`config.mk`:
```
export PLATFORM = sky130hd
export DESIGN_NAME = las_cell
export DESIGN_NICKNAME = d
export VERILOG_FILES = /design/src/rtl/core/las_pkg.sv /design/src/rtl/core/las_cell.sv
export SDC_FILE = /design/constraint.sdc
export NUM_CORES = 1
export LEC_CHECK = 0
export ABC_AREA = 1
export BUFFER_PORTS_ARGS = -buffer_cell sky130_fd_sc_hd__buf_4
export CELL_PAD_IN_SITES_DETAIL_PLACEMENT = 0
export CELL_PAD_IN_SITES_GLOBAL_PLACEMENT = 2
export CORE_MARGIN = 5
export CORE_UTILIZATION = 32
export CTS_CLUSTER_DIAMETER = 50
export DETAILED_ROUTE_END_ITERATION = 10
export PLACE_DENSITY_LB_ADDON = 0.1
export SLEW_MARGIN = 30
export SYNTH_ARGS = -nofsm -noshare
export SYNTH_HDL_FRONTEND = slang
export SYNTH_SLANG_ARGS = --single-unit
```
`constraint.sdc`:
```
create_clock -name i_clk -period 14.3 [get_ports i_clk]
set_clock_uncertainty 0.15 [all_clocks]
set_input_delay 0.715 -clock i_clk [delete_from_list [all_inputs] [get_ports i_clk]]
set_output_delay 0.715 -clock i_clk [all_outputs]
set_load 0.05 [all_outputs]
```
`src/rtl/core/las_pkg.sv`:
```
package las_pkg;

    localparam int SYM_W      = 8;
    localparam int OP_W       = 2;
    localparam int CFG_IDX_W  = 2;
    localparam int CFG_DATA_W = 5;

    localparam logic [OP_W-1:0] OP_APPEND  = 2'd0;
    localparam logic [OP_W-1:0] OP_SUBJECT = 2'd1;
    localparam logic [OP_W-1:0] OP_CLEAR   = 2'd2;

    localparam logic [CFG_IDX_W-1:0] CFG_MATCH    = 2'd0;
    localparam logic [CFG_IDX_W-1:0] CFG_MISMATCH = 2'd1;
    localparam logic [CFG_IDX_W-1:0] CFG_GAP      = 2'd2;

    typedef struct packed {
        logic             valid;
        logic [SYM_W-1:0] symbol;
    } t_tok;

    typedef struct packed {
        logic        [3:0] match;
        logic signed [4:0] mismatch;
        logic signed [4:0] gap;
    } t_cfg;

    localparam t_cfg CFG_RESET = '{match: 4'd1, mismatch: -5'sd1, gap: -5'sd1};

endpackage

```
`src/rtl/core/las_cell.sv`:
```
module las_cell import las_pkg::*; #(
    parameter int SCORE_BITS = 10,
    parameter int ROW_W      = 7,
    parameter int ROW        = 1
) (
    input  logic                  i_clk,
    input  logic                  i_rst_n,
    input  logic                  i_en,
    input  logic                  i_wr,
    input  logic [SYM_W-1:0]      i_wr_sym,
    input  logic                  i_clr,
    input  t_cfg                  i_cfg,
    input  t_tok                  i_tok,
    input  logic [SCORE_BITS-1:0] i_diag,
    input  logic [SCORE_BITS-1:0] i_up,
    input  logic [SCORE_BITS-1:0] i_bval,
    input  logic [ROW_W-1:0]      i_brow,
    output t_tok                  o_tok,
    output logic [SCORE_BITS-1:0] o_diag,
    output logic [SCORE_BITS-1:0] o_up,
    output logic [SCORE_BITS-1:0] o_bval,
    output logic [ROW_W-1:0]      o_brow
);

    localparam int AW = SCORE_BITS + 2;
    localparam logic signed [AW-1:0] SMAX = AW'((1 << SCORE_BITS) - 1);

    logic [SYM_W-1:0]      r_sym;
    logic [SCORE_BITS-1:0] r_h;
    t_tok                  r_tok;
    logic [SCORE_BITS-1:0] r_diag;
    logic [SCORE_BITS-1:0] r_up;
    logic [SCORE_BITS-1:0] r_bval;
    logic [ROW_W-1:0]      r_brow;

    logic signed [AW-1:0]  s;
    logic signed [AW-1:0]  gap_x;
    logic signed [AW-1:0]  a;
    logic signed [AW-1:0]  b;
    logic signed [AW-1:0]  c;
    logic signed [AW-1:0]  m;
    logic [SCORE_BITS-1:0] v;
    logic                  hit;
    logic                  better;

    always_comb begin
        if (r_sym == i_tok.symbol) begin
            s = $signed({{(AW-4){1'b0}}, i_cfg.match});
        end else begin
            s = $signed({{(AW-5){i_cfg.mismatch[4]}}, i_cfg.mismatch});
        end
        gap_x = $signed({{(AW-5){i_cfg.gap[4]}}, i_cfg.gap});
        a = $signed({2'b00, i_diag}) + s;
        b = $signed({2'b00, r_h}) + gap_x;
        c = $signed({2'b00, i_up}) + gap_x;
        m = '0;
        if (a > m) begin
            m = a;
        end
        if (b > m) begin
            m = b;
        end
        if (c > m) begin
            m = c;
        end
        if (m > SMAX) begin
            v = '1;
        end else begin
            v = m[SCORE_BITS-1:0];
        end
        hit    = i_en && i_tok.valid;
        better = hit && (v > i_bval);
    end

    always_ff @(posedge i_clk) begin
        if (!i_rst_n) begin
            r_tok <= '0;
            r_h   <= '0;
        end else begin
            r_tok <= i_tok;
            if (i_clr) begin
                r_h <= '0;
            end else if (hit) begin
                r_h <= v;
            end
        end
    end

    always_ff @(posedge i_clk) begin
        if (i_wr) begin
            r_sym <= i_wr_sym;
        end
        r_diag <= r_h;
        r_up   <= hit ? v : i_up;
        r_bval <= better ? v : i_bval;
        r_brow <= better ? ROW_W'(ROW) : i_brow;
    end

    assign o_tok  = r_tok;
    assign o_diag = r_diag;
    assign o_up   = r_up;
    assign o_bval = r_bval;
    assign o_brow = r_brow;

endmodule
```
==> run metrics <==
run status finished clean; final net count 906; CTS clk-pin slew, worst paths 60 ps; DR iter-0 viols 179; GRT Overall Usage 0.153; Design Area, Final 0.00612 sq mm; final setup margin 5180 ps; hpwl dp 11.4 mm; crit path kind primary input to flip-flop; Rows 44; Layout area overhead 28.3%; Placed Area 0.00583 sq mm; H-tree Lvls 3; clock latency on the worst-skew pair 330 ps; Inst Count DP 944; vias in the first global route 4358; Starting Density 0.327; Max Used Layer met4; asr flop ratio synth 0; Setup Buffers After CTS 0; setup_tns 0 ps; mapped cell area 0.00477 sq mm; CTS Sinks 64; Worst Path Max Fanout 25; WL met2 6.19 mm; Routed Antenna Nets 0; sequential fraction of the synthesis area 0.286; fin cells 960; Max-Cap Viols 0; HP Class flip-flop to flip-flop; Total Routed Length 13.6 mm; Avg Synthesized Cell Area 7.31 sq um; met3 WL post-DR 750 um; YS warnings 0; router iterations before antenna repair 4; CP startpoint kind primary input; first-pass GRT wire length 21.9 mm; Rel. slew slack 0.312; Die X 132 um; Arr. time, crit path 9230 ps; PostCTS Resize Cnt 0; cts-stage hold buffer count 0; Fmax 110 MHz; Syn Inst Count 652; Post-synth top flop dfxtp_1; number of flops mapped to enable cells by yosys 8; residual overflow from global routing 0; Place WS 4870 ps; Worst Max-Slew Pin Slew 1020 ps; Synth Register Bits 64; slowest stage cell, crit path nand2_1; via count 4402; Post-Syn Nets 787; Peak VDD IR 0.0000675 V; CTS tree done; RSZ-0062 raised after global routing no; Synth area leader dfxtp_1; Vias/cell 4.59; met1 WL 6.50 mm; most used cell, CP nand2_1; Die Height 132 um; n_diodes 0; placer congestion estimate 0.840; Req. time, crit path 14410 ps; pwr dens 139 mW/mm^2; initial antenna violation count 0; Max Slew Vio Count 0; share of layout cells above drive strength 1 0.238; CTS Buf Count 9; synth cell count leaders nand2_1, inv_1, ha_1; count leader, synth nand2_1; min Tclk post-route 9120 ps; DRC Markers 0; routed len/inst 14.1 um; Lkg Pwr 3.29 nW; Cell variety after synth 45; Root Driver clkbuf_16; fin crit share 0.638; io pins 119; Clock Path Buffers 2; port bufs 118; Hold Vio Cnt, Final 0; post-synth top area share 0.235; top cells by area, synth dfxtp_1, ha_1, nand2_1; Core Area 0.0146 sq mm; final setup fails 0; # fillers 1583; largest net degree at the start of global routing 26; Critical Path End Type flip-flop; die area 0.0174 sq mm; crit-path max cell delay 540 ps
-- layer usage --
layer,vias up,GRT usage
met3,13,0.0427
met4,0,0.0349
met2,92,0.250
met5,-,0
met1,1962,0.201
li1,2335,-
-- power breakdown --
| group | total [mW] | internal (mW) | switching [mW] |
|---|---|---|---|
| clock | 0.210 | 0.128 | 0.0825 |
| sequential | 0.217 | 0.208 | 0.00898 |
| combinational | 0.425 | 0.144 | 0.281 |
-- layout make-up --
cell class	instances	area, sq um	area share
clock inverters	5	37.5	0.00614
multi-input cells	481	2980	0.488
clock buffers	11	253	0.0413
repair buffers	118	886	0.145
flip-flops and latches	64	1360	0.223
well taps	184	230	0.0376
inverters	97	364	0.0595
-- worst paths after layout --
| path | cells past startpoint | startpoint | to | slack (ps) |
|---|---|---|---|---|
| worst max register to register | 56 | r_sym[2] | o_bval[5] | 5290 |
| worst min-delay path | 0 | r_h[3] | o_diag[3] | 220 |
| worst max-delay path | 57 | i_tok[2] | o_bval[5] | 5180 |
| worst min register to register | 0 | r_h[3] | o_diag[3] | 220 |
-- cells by family (layout without fill, tap and decap cells) --
group	after synthesis	in the layout	share of synthesized area
simple gates	297	297	0.288
buf+inv	107	231	0.0882
compound gates	96	96	0.124
flops	64	64	0.286
fa+ha+maj	62	62	0.167
xor+xnor	25	25	0.0459
other cells	1	1	0.000787
-- flip-flops by register name (all words and copies together), names as in the netlist --
signal,cells
o_brow,7
o_tok,9
o_bval,10
o_up,10
o_diag,10
r_h,10
r_sym,8
-- metrics by stage --
stage	hold WS [ps]	power [mW]	util
2_1_floorplan	205	0.528	-
3_3_place_gp	215	0.646	0.399
3_5_place_dp	219	0.648	0.399
4_1_cts	223	0.865	0.419
5_1_grt	234	0.917	0.419
6_report	222	0.852	0.419
-- worst max-delay path: cells and delay by family --
family                     cells  cell delay [ps]
and+or+nand+nor               32             4190
AOI/OAI and AO/OA             11             1360
xor gates and xnor gates       2              300
adders and majority gates      5             1420
buffers and inverters          7             1230
-- placed cells by master (no fill, tap or decap), drive strengths merged, types with 2 or more instances in the layout --
| master | n |
|---|---|
| nand2 | 198 |
| buf | 118 |
| inv | 100 |
| ha | 59 |
| dfxtp | 56 |
| a21oi | 47 |
| nand3 | 41 |
| nor2 | 38 |
| o21ai | 32 |
| xor2 | 17 |
| clkbuf | 11 |
| xnor2 | 8 |
| edfxtp | 8 |
| nand4 | 7 |
| nor3 | 6 |
| or2 | 5 |
| o21bai | 4 |
| fa | 3 |
| o21a | 2 |
| o211ai | 2 |
| o41ai | 2 |
| a21o | 2 |
| clkinv | 2 |
No activity file was read; power rests on OpenSTA's default activity.
